File: src/hw/rtl/wsfd_pkg.sv
`timescale 1ns / 1ps

package wsfd_pkg;

    localparam int unsigned MAX_FRAME_BYTES = 4096;
    localparam int unsigned LEN_W           = 12;
    localparam logic [LEN_W-1:0] LEN_CAP    = LEN_W'(MAX_FRAME_BYTES - 1);
    localparam logic [LEN_W-1:0] MAX_LEN_RESET = 12'd4095;

    localparam logic [3:0] OPCODE_MASK  = 4'hF;
    localparam logic [3:0] OPCODE_CLOSE = 4'h8;
    localparam logic [6:0] LEN_CODE_16  = 7'd126;
    localparam logic [6:0] LEN_CODE_64  = 7'd127;
    localparam logic [3:0] EXT_BYTES_16 = 4'd2;
    localparam logic [3:0] EXT_BYTES_64 = 4'd8;

    localparam logic REG_MAX_LEN = 1'b0;

    typedef enum logic [2:0] {
        PH_HEAD0,
        PH_HEAD1,
        PH_HEAD1_CLOSE,
        PH_EXT,
        PH_DATA,
        PH_SKIP
    } t_phase;

    typedef enum logic [2:0] {
        ST_PAYLOAD  = 3'd0,
        ST_CLOSE    = 3'd1,
        ST_SHORT    = 3'd2,
        ST_EMPTY    = 3'd3,
        ST_TRUNC    = 3'd4,
        ST_OVERSIZE = 3'd5
    } t_status;

endpackage

File: src/hw/rtl/websocket_frame_decoder_top.sv
`timescale 1ns / 1ps

// WebSocket frame deframer: one received buffer enters as bytes, one word per
// cycle, with i_in_last on the buffer's final byte. The two-byte header plus
// 2 or 8 extended length bytes is parsed, then the payload bytes come out
// with o_out_last on the final one; trailing bytes up to the buffer end are
// dropped. A close opcode, a too short or truncated buffer, an empty payload
// and a length above max_payload_length (APB register at address 0) each give
// one word with a nonzero o_status and o_out_last set. The header/counter
// update sits between the state registers and a single output register, so
// one word is accepted per cycle while the output register is empty or being
// drained; each result word appears in the cycle after its byte is accepted.
module websocket_frame_decoder_top
    import wsfd_pkg::*;
(
    input  logic        i_clk,
    input  logic        i_rst_n,
    input  logic        i_valid,
    output logic        o_ready,
    input  logic [7:0]  i_in_byte,
    input  logic        i_in_last,
    output logic        o_valid,
    input  logic        i_ready,
    output logic [7:0]  o_out_byte,
    output logic        o_out_last,
    output logic [2:0]  o_status,
    input  logic        psel,
    input  logic        penable,
    input  logic        pwrite,
    input  logic [2:0]  paddr,
    input  logic [31:0] pwdata,
    output logic [31:0] prdata,
    output logic        pready
);

    t_phase           r_phase, n_phase;
    logic [3:0]       r_ext_cnt, n_ext_cnt;
    logic [LEN_W-1:0] r_acc, n_acc;
    logic             r_big, n_big;
    logic [LEN_W-1:0] r_remain, n_remain;
    logic [LEN_W-1:0] r_max_len;

    logic             r_out_valid;
    logic [7:0]       r_out_byte;
    logic             r_out_last;
    t_status          r_out_status;

    logic             res_valid;
    logic [7:0]       res_byte;
    logic             res_last;
    t_status          res_status;

    logic             accept;
    logic [6:0]       len_code;
    logic [3:0]       ext_dec;
    logic [LEN_W-1:0] ext_acc;
    logic             ext_big;
    logic [LEN_W-1:0] ld_len;
    logic             ld_big;
    t_status          ld_status;
    logic [LEN_W-1:0] limit;

    assign o_ready = !r_out_valid || i_ready;
    assign accept  = i_valid && o_ready;

    // ---- configuration ----
    assign pready = 1'b1;
    assign prdata = (paddr[2] == REG_MAX_LEN) ? {20'd0, r_max_len} : 32'd0;

    always_ff @(posedge i_clk) begin
        if (!i_rst_n) begin
            r_max_len <= MAX_LEN_RESET;
        end else if (psel && penable && pwrite && paddr[2] == REG_MAX_LEN) begin
            r_max_len <= pwdata[LEN_W-1:0];
        end
    end

    assign limit = (r_max_len > LEN_CAP) ? LEN_CAP : r_max_len;

    // ---- length handling shared by header byte 1 and extension bytes ----
    // Only 12 bits of length are kept; anything shifted past them is sticky in big.
    assign len_code = i_in_byte[6:0];
    assign ext_dec  = r_ext_cnt - 4'd1;
    assign ext_acc  = {r_acc[3:0], i_in_byte};
    assign ext_big  = r_big || (r_acc[LEN_W-1:4] != '0);
    assign ld_len   = (r_phase == PH_EXT) ? ext_acc : {5'd0, len_code};
    assign ld_big   = (r_phase == PH_EXT) ? ext_big : 1'b0;

    always_comb begin
        if (ld_big || ld_len > limit) begin
            ld_status = ST_OVERSIZE;
        end else if (ld_len == '0) begin
            ld_status = ST_EMPTY;
        end else if (i_in_last) begin
            ld_status = ST_TRUNC;
        end else begin
            ld_status = ST_PAYLOAD;    // length fine, payload follows
        end
    end

    // ---- next state ----
    always_comb begin
        n_phase   = r_phase;
        n_ext_cnt = r_ext_cnt;
        n_acc     = r_acc;
        n_big     = r_big;
        n_remain  = r_remain;
        case (r_phase)
            PH_HEAD0: begin
                if (i_in_last) begin
                    n_phase = PH_HEAD0;
                end else if ((i_in_byte[3:0] & OPCODE_MASK) == OPCODE_CLOSE) begin
                    n_phase = PH_HEAD1_CLOSE;
                end else begin
                    n_phase = PH_HEAD1;
                end
            end
            PH_HEAD1_CLOSE: begin
                n_phase = i_in_last ? PH_HEAD0 : PH_SKIP;
            end
            PH_HEAD1: begin
                if (len_code == LEN_CODE_16 || len_code == LEN_CODE_64) begin
                    n_ext_cnt = (len_code == LEN_CODE_16) ? EXT_BYTES_16 : EXT_BYTES_64;
                    n_acc     = '0;
                    n_big     = 1'b0;
                    n_phase   = i_in_last ? PH_HEAD0 : PH_EXT;
                end else if (ld_status == ST_PAYLOAD) begin
                    n_remain = ld_len;
                    n_phase  = PH_DATA;
                end else begin
                    n_phase = i_in_last ? PH_HEAD0 : PH_SKIP;
                end
            end
            PH_EXT: begin
                n_acc     = ext_acc;
                n_big     = ext_big;
                n_ext_cnt = ext_dec;
                if (ext_dec == 4'd0) begin
                    if (ld_status == ST_PAYLOAD) begin
                        n_remain = ld_len;
                        n_phase  = PH_DATA;
                    end else begin
                        n_phase = i_in_last ? PH_HEAD0 : PH_SKIP;
                    end
                end else if (i_in_last) begin
                    n_phase = PH_HEAD0;
                end
            end
            PH_DATA: begin
                if (r_remain == LEN_W'(1)) begin
                    n_remain = '0;
                    n_phase  = i_in_last ? PH_HEAD0 : PH_SKIP;
                end else if (i_in_last) begin
                    n_remain = '0;
                    n_phase  = PH_HEAD0;
                end else begin
                    n_remain = r_remain - LEN_W'(1);
                end
            end
            PH_SKIP: begin
                if (i_in_last) begin
                    n_phase = PH_HEAD0;
                end
            end
            default: begin
                n_phase = PH_HEAD0;
            end
        endcase
    end

    // ---- result word ----
    always_comb begin
        res_valid  = 1'b0;
        res_byte   = 8'd0;
        res_last   = 1'b1;
        res_status = ST_PAYLOAD;
        case (r_phase)
            PH_HEAD0: begin
                if (i_in_last) begin
                    res_valid  = 1'b1;
                    res_status = ST_SHORT;
                end
            end
            PH_HEAD1_CLOSE: begin
                res_valid  = 1'b1;
                res_status = ST_CLOSE;
            end
            PH_HEAD1: begin
                if (len_code == LEN_CODE_16 || len_code == LEN_CODE_64) begin
                    res_valid  = i_in_last;
                    res_status = ST_TRUNC;
                end else begin
                    res_valid  = (ld_status != ST_PAYLOAD);
                    res_status = ld_status;
                end
            end
            PH_EXT: begin
                if (ext_dec == 4'd0) begin
                    res_valid  = (ld_status != ST_PAYLOAD);
                    res_status = ld_status;
                end else begin
                    res_valid  = i_in_last;
                    res_status = ST_TRUNC;
                end
            end
            PH_DATA: begin
                res_valid = 1'b1;
                if (r_remain == LEN_W'(1)) begin
                    res_byte = i_in_byte;
                end else if (i_in_last) begin
                    res_status = ST_TRUNC;
                end else begin
                    res_byte = i_in_byte;
                    res_last = 1'b0;
                end
            end
            default: begin
                res_valid = 1'b0;
            end
        endcase
    end

    always_ff @(posedge i_clk) begin
        if (!i_rst_n) begin
            r_phase   <= PH_HEAD0;
            r_ext_cnt <= 4'd0;
            r_acc     <= '0;
            r_big     <= 1'b0;
            r_remain  <= '0;
        end else if (accept) begin
            r_phase   <= n_phase;
            r_ext_cnt <= n_ext_cnt;
            r_acc     <= n_acc;
            r_big     <= n_big;
            r_remain  <= n_remain;
        end
    end

    always_ff @(posedge i_clk) begin
        if (!i_rst_n) begin
            r_out_valid <= 1'b0;
        end else if (accept) begin
            r_out_valid <= res_valid;
        end else if (i_ready) begin
            r_out_valid <= 1'b0;
        end
    end

    always_ff @(posedge i_clk) begin
        if (accept && res_valid) begin
            r_out_byte   <= res_byte;
            r_out_last   <= res_last;
            r_out_status <= res_status;
        end
    end

    assign o_valid    = r_out_valid;
    assign o_out_byte = r_out_byte;
    assign o_out_last = r_out_last;
    assign o_status   = r_out_status;

`ifndef SYNTHESIS
    a_status_word_form: assert property (@(posedge i_clk) disable iff (!i_rst_n)
        o_valid && o_status != ST_PAYLOAD |-> o_out_last && o_out_byte == 8'd0)
        else $error("status word without last flag or with nonzero byte");

    a_data_has_remaining: assert property (@(posedge i_clk) disable iff (!i_rst_n)
        r_phase == PH_DATA |-> r_remain != '0)
        else $error("payload phase with zero bytes remaining");

    a_ext_has_count: assert property (@(posedge i_clk) disable iff (!i_rst_n)
        r_phase == PH_EXT |-> r_ext_cnt != 4'd0)
        else $error("extension phase with zero count");

    a_last_returns_head: assert property (@(posedge i_clk) disable iff (!i_rst_n)
        accept && i_in_last |=> r_phase == PH_HEAD0)
        else $error("buffer end did not return to first header byte");
`endif

endmodule
File: config.mk
export PLATFORM = sky130hd
export DESIGN_NAME = websocket_frame_decoder_top
export DESIGN_NICKNAME = d
export VERILOG_FILES = /design/src/hw/rtl/wsfd_pkg.sv /design/src/hw/rtl/websocket_frame_decoder_top.sv
export SDC_FILE = /design/constraint.sdc
export NUM_CORES = 1
export LEC_CHECK = 0
export ABC_CLOCK_PERIOD_IN_PS = 9100
export BUFFER_PORTS_ARGS = -buffer_cell sky130_fd_sc_hd__buf_2
export CELL_PAD_IN_SITES_DETAIL_PLACEMENT = 0
export CELL_PAD_IN_SITES_GLOBAL_PLACEMENT = 1
export CORE_ASPECT_RATIO = 0.6
export CORE_MARGIN = 4
export CORE_UTILIZATION = 37
export CTS_CLUSTER_DIAMETER = 200
export CTS_CLUSTER_SIZE = 25
export DETAILED_ROUTE_END_ITERATION = 8
export PLACE_DENSITY_LB_ADDON = 0.1
export SLEW_MARGIN = 20
export SYNTH_ARGS = -nofsm -noshare
export SYNTH_HDL_FRONTEND = slang
export SYNTH_SLANG_ARGS = --single-unit
File: constraint.sdc
create_clock -name i_clk -period 9.1 [get_ports i_clk]
set_clock_uncertainty 0.15 [all_clocks]
set_input_delay 0.91 -clock i_clk [delete_from_list [all_inputs] [get_ports i_clk]]
set_output_delay 0.91 -clock i_clk [all_outputs]
set_load 0.02 [all_outputs]
=== Yosys cells after proc, flatten, opt, wreduce, memory -nomap -nowiden ===
Index checks and enable logic that the tools add are counted.

* Bits of input ports: 51
* Logic and storage cells: 94
* Register bits: 57
* Output and inout bits: 47

* Bitwise operators: 2
* Equality and inequality tests: 12
* Multiplexer cells: 43
* Reductions and logical operators: 23
* Add/sub/neg operators: 2
* $lt $le $gt $ge: 2

{| class="wikitable"
|+ Operators with widths
! kind !! number
|-
| 2-to-1 mux 12 bit || 9
|-
| 2-to-1 mux 3 bit || 12
|-
| one-hot mux 12 bit (3 select lines) || 1
|-
| one-hot mux 12 bit (2 select lines) || 1
|-
| one-hot mux 3 bit (6 select lines) || 1
|-
| 2-to-1 mux 8 bit || 2
|-
| one-hot mux 3 bit (5 select lines) || 1
|-
| == test 7 bit (second input constant) || 2
|-
| == test 12 x 1 -> 1 bit (second input constant) || 1
|-
| > comparator 12 bit || 1
|-
| > comparator 12 bit (second input constant) || 1
|-
| zero test 12 bit || 1
|-
| subtractor 12 x 1 -> 12 bit (second input constant) || 1
|-
| 2-to-1 mux 2 bit || 4
|-
| 2-to-1 mux 4 bit || 2
|-
| one-hot mux 4 bit (2 select lines) || 1
|-
| nonzero test 8 bit || 1
|-
| 2-to-1 mux 1 bit || 7
|-
| == test 3 x 2 -> 1 bit (second input constant) || 2
|-
| == test 3 bit (second input constant) || 2
|-
| zero test 3 bit || 2
|-
| nonzero test 3 bit || 2
|-
| logical AND 1 bit || 5
|-
| == test 4 bit (second input constant) || 1
|-
| other kinds (14) || 21
|}

=== Logic depth before layout (Yosys ltp) ===
* Depth in word-level cells: 9
* Mapped depth: 11
* Depth with buffers taken out: 9

=== Worst setup path before layout ===
Ideal clock, no wire load.

* Path kind: input to register
* From: in i_in_byte[7]
* To: reg r_out_byte[0] (netlist: o_out_byte[0]) (enable)
* Path slack: 5594 ps
* Arrival: 2960 ps
* Library setup time: 396 ps
* Data required time: 8554 ps
* Cell stages on the path: 7
* Buffers on the path: 0
* Cells stage by stage: and2_1 ha_1 nand4_1 a211oi_1 o41a_1 nor3_1 nor3_1

* Word-level cells in the longest chain between the ends: 8
* Elaborated cells on any way between the ends: 11
* Classes of those cells: 1 x order compare; 6 x mux; 4 x reduce/logical

{| class="wikitable"
|+ Ends and longest elaborated chain
! what !! RTL line !! source
|-
| start: declaration || websocket_frame_decoder_top.sv:20 || <nowiki>input logic [7:0] i_in_byte,</nowiki>
|-
| 2-to-1 mux 12 bit * || websocket_frame_decoder_top.sv:86 || <nowiki>assign ld_len = (r_phase == PH_EXT) ? ext_acc : {5'd0, len_code};</nowiki>
|-
| > comparator 12 bit / zero test 12 bit (equally long branches) || websocket_frame_decoder_top.sv:90, websocket_frame_decoder_top.sv:92 ||
|-
| logical OR 1 bit / 2-to-1 mux 3 bit (equally long branches) || websocket_frame_decoder_top.sv:90, websocket_frame_decoder_top.sv:92 ||
|-
| 2-to-1 mux 3 bit * || websocket_frame_decoder_top.sv:90 || <nowiki>if (ld_big || ld_len > limit) begin</nowiki>
|-
| nonzero test 3 bit * || websocket_frame_decoder_top.sv:193, websocket_frame_decoder_top.sv:199 ||
|-
| 2-to-1 mux 1 bit (on tied branches) || websocket_frame_decoder_top.sv:198, websocket_frame_decoder_top.sv:189 ||
|-
| one-hot mux 1 bit (4 select lines) * || websocket_frame_decoder_top.sv:177 || <nowiki>case (r_phase)</nowiki>
|-
| logical AND 1 bit * || websocket_frame_decoder_top.sv:250 || <nowiki>if (accept && res_valid) begin</nowiki>
|-
| end signal: assignment || websocket_frame_decoder_top.sv:251 || <nowiki>r_out_byte <= res_byte;</nowiki>
|-
| end: declaration || websocket_frame_decoder_top.sv:44 || <nowiki>logic [7:0] r_out_byte;</nowiki>
|}

Every way passes the cells marked *; elsewhere a longest branch is shown, timed or not.
A chain may end at the register's enable or synchronous reset.

=== Worst setup path after layout ===
* From: reg r_phase[1]
* To: reg r_remain[7]

* Word-level cells in the longest chain between the ends: 9
* Elaborated cells on any way between the ends: 19
* Classes of those cells: 1 x order compare; 5 x eq/ne; 8 x mux; 5 x reduce/logical

{| class="wikitable"
|+ Ends and longest elaborated chain
! what !! RTL line !! source
|-
| start: declaration || websocket_frame_decoder_top.sv:36 || <nowiki>t_phase r_phase, n_phase;</nowiki>
|-
| start signal: assignment || websocket_frame_decoder_top.sv:231 || <nowiki>r_phase <= n_phase;</nowiki>
|-
| == test 3 x 2 -> 1 bit * || websocket_frame_decoder_top.sv:86 ||
|-
| 2-to-1 mux 12 bit * || websocket_frame_decoder_top.sv:86 ||
|-
| net ld_len[10] || websocket_frame_decoder_top.sv:58 || <nowiki>logic [LEN_W-1:0] ld_len;</nowiki>
|-
| > comparator 12 bit / zero test 12 bit (equally long branches) || websocket_frame_decoder_top.sv:90, websocket_frame_decoder_top.sv:92 ||
|-
| logical OR 1 bit / 2-to-1 mux 3 bit (equally long branches) || websocket_frame_decoder_top.sv:90, websocket_frame_decoder_top.sv:92 ||
|-
| 2-to-1 mux 3 bit * || websocket_frame_decoder_top.sv:90 ||
|-
| zero test 3 bit * || websocket_frame_decoder_top.sv:127, websocket_frame_decoder_top.sv:139 ||
|-
| 2-to-1 mux 12 bit * || websocket_frame_decoder_top.sv:127, websocket_frame_decoder_top.sv:139 ||
|-
| 2-to-1 mux 12 bit (on tied branches) || websocket_frame_decoder_top.sv:138, websocket_frame_decoder_top.sv:122 ||
|-
| one-hot mux 12 bit (3 select lines) * || websocket_frame_decoder_top.sv:108 || <nowiki>case (r_phase)</nowiki>
|-
| end signal: assignment || websocket_frame_decoder_top.sv:235 || <nowiki>r_remain <= n_remain;</nowiki>
|-
| end: declaration || websocket_frame_decoder_top.sv:40 || <nowiki>logic [LEN_W-1:0] r_remain, n_remain;</nowiki>
|}

The timed path passes the listed nets; every way through them passes the cells marked *. The select of a mux whose other input is x is not followed.

==> metrics.csv <==
metric,value,unit
outcome,finished clean,
Slew headroom,31.6,%
CP top delay family,compound AO/OA/AOI/OAI gates,
WL met2,3.29,mm
top-area cell type share of the netlist area,27.4,%
Reg power frac,39.2,%
Worst-Skew Late Latency,0.33,ns
Comb power frac,11.6,%
die width,130,um
core region area,0.00859,mm2
sequential share of the synthesized area,38.4,%
Hold EP,r_acc[8],
synthesized area,0.00329,mm2
Synth Register Bits,57,
antenna cells,0,
Hold Crit Depth,2,
endpoints failing setup,0,
f_max,277,MHz
clock share of power,49.2,%
total power draw,0.685,mW
I/O Pins,98,
first-pass GRT wire length,14.7,mm
Setup crit start kind,flop,
Die Area,0.0105,mm2
CTS tree,done,
R2R Setup Slk,5.49,ns
met3 routed WL,781,um
most frequent cells after synthesis,"dfxtp_1 (45), nor2_1 (38), nand2_1 (34)",
Worst Slack Setup Final,5.49,ns
crit-path max FO,15,
CP Data Required Time,9.20,ns
drt initial violations,272,
final worst path period share,39.7,%
vias per cell,5.30,
Vias,2927,
drc violations,0,
Slew Limit Fails,0,
Ys Warns,0,
max cap viols,0,
largest net degree at the start of global routing,25,
P_int,0.513,mW
post-route ant nets,0,
placed insts,536,
cts repair resizes,0,
Reg-to-Reg Start,r_phase[1],
Post-Route Setup TNS,0,ns
total track usage,18.4,%
Sink Count,57,
I/O Buffers,54,
r2r worst-path depth,9,
"non-filler cells, final",552,
Worst Path Buf+Inv,0,
Tmin final,3.61,ns
unrepaired setup endpoints after global routing,no,
sw frac,25.2,%
Hold Buf Count CTS,0,
post-CTS setup buffers,0,
Post-synth EDFFs,12,
Detailed Place HPWL,7.01,mm
WS Path Type,reg2reg,
Top Metal Used,met4,
drt pass-1 iters,4,
post-synth cell types,60,
Power per Cell Area,178,mW/mm2
crit-path cells,and3b_1 > and2_1 > ha_1 > a21oi_1 > a21boi_0 > o41a_1 > o41ai_4 > nand3_2 > o21ai_1,
Clock Path Buffers,2,
CP endpoint kind,flop,
crit path DAT,3.71,ns
met1 WL,5.05,mm
asr flop ratio synth,0,%
Worst-Margin Slew,1.02,ns
initial antenna violation count,0,
Avg Inst Size Synth,8.45,um2
Die Ht,81.0,um
Cells after Synth,389,
worst min path class,reg2reg,
P_sw,0.172,mW
Layout Nets,502,
H-tree levels,3,
worst r2r dst,r_remain[7],
DP Worst Slack,5.55,ns
"Hold Violations, Final",0,
Initial Util,38.3,%
top area cells in the synthesized netlist,"dfxtp_1 (27%), edfxtp_1 (11%), ha_1 (6.1%)",
CTS Buf Count,9,
Post-synth top flop,dfxtp_1,
slowest cell on the critical path,dfxtp_1,
grt total ovfl,0,
worst hold slack,0.304,ns
share of cells above drive strength 1,18.0,%
critical path's largest stage delay,0.62,ns
Avg WL per Cell,16.7,um
static leakage,1.61,nW
vias in the first global route,2679,
clock-pin slew of the registers on the worst-case setup and hold paths,0.05,ns
"count leader, synth",dfxtp_1,
Layout area overhead,16.9,%
GPL Wtd Cong,0.874,
Post-Route WL,9.22,mm
peak supply drop,0.0863,mV
root buf cell,clkbuf_16,
min-delay src,r_acc[8],
FP Rows,26,
Yosys top cell by area,dfxtp_1,
sequential cells by signal, indices dropped and copies added (netlist names):
name and cells:
r_phase 3, r_ext_cnt 4, o_out_last 1, o_valid 1
r_acc 12, r_remain 12, o_out_byte 8, o_status 3
r_max_len 12, r_big 1
how the worst max path moves through the flow:
| stage | end | depth (start not counted) | startpoint | slack [ns] |
|---|---|---|---|---|
| CTS | r_remain[7] | 9 | r_phase[1] | 5.52 |
| floorplan | o_out_byte[0] | 7 | i_in_byte[7] | 5.59 |
| global route | r_remain[8] | 9 | r_phase[1] | 5.25 |
| finish | r_remain[7] | 9 | r_phase[1] | 5.49 |
| detailed placement | r_remain[4] | 9 | r_phase[1] | 5.55 |
| global placement | r_remain[8] | 9 | r_phase[1] | 5.52 |
per-layer routing:
layer  up-vias  GRT usage [%]
met4         0           5.60
met3         9           5.12
met2       108           22.6
li1       1468              -
met5         -              0
met1      1342           29.8
power by group through the flow:
stage / Sequential [mW] / Combinational, mW / Clock, mW
6_report: 0.269 / 0.0796 / 0.337
5_1_grt: 0.269 / 0.0881 / 0.356
4_1_cts: 0.268 / 0.0797 / 0.345
3_5_place_dp: 0.274 / 0.0794 / 0
3_3_place_gp: 0.273 / 0.0791 / 0
2_1_floorplan: 0.275 / 0.0574 / 0
cells in the final DEF, fill, tap and decap left out, types with 3 or more instances in the layout:
master	netlist	final
a211oi_1	5	5
a21oi_1	26	26
a22oi_1	13	13
a31oi_1	6	6
and2_1	15	15
buf_2	1	54
clkbuf_16	0	9
conb_1	2	21
dfxtp_1	45	45
edfxtp_1	12	12
ha_1	16	16
inv_1	22	22
nand2_1	34	34
nand2b_1	3	3
nand3_1	10	10
nand4_1	6	6
nor2_1	38	38
nor2b_1	3	3
nor3_1	12	12
nor4_1	5	5
o211ai_1	13	13
o21ai_0	7	7
o21ai_1	8	8
o311ai_1	6	6
o31ai_1	3	3
worst reg2reg max path, cell delays in order (launching register included):
cell	delay (ns)
dfxtp_1	0.62
and3b_1	0.42
and2_1	0.25
ha_1	0.28
a21oi_1	0.13
a21boi_0	0.13
o41a_1	0.57
o41ai_4	0.50
nand3_2	0.28
o21ai_1	0.23
metrics by stage:
stage / util, % / instance area (um2)
global placement: 41.2 / 3540
detailed placement: 41.2 / 3540
floorplan: - / 3360
finish: 44.7 / 3840
CTS: 44.7 / 3840
global route: 44.7 / 3840
kinds of logic (layout without fill, tap and decap cells):
family / count (synthesis) / count (layout) / share of synthesized area, %
compound gates: 107 / 107 / 23.3
xor+xnor: 2 / 2 / 0.533
fa+ha+maj: 16 / 16 / 6.09
buf+inv: 62 / 94 / 9.75
flops: 57 / 57 / 38.4
mux: 1 / 1 / 0.305
other cells: 2 / 21 / 0.228
simple gates: 142 / 142 / 21.5
cell type report:
type | instances | area (um2)
fillers | 877 | 4750
multi-input cells | 289 | 1780
flip-flops and latches | 57 | 1260
repair buffers | 55 | 278
clock buffers | 13 | 260
well taps | 112 | 140
inverters | 23 | 86.3
clock inverters | 3 | 38.8
(Power assumes the default switching activity.)
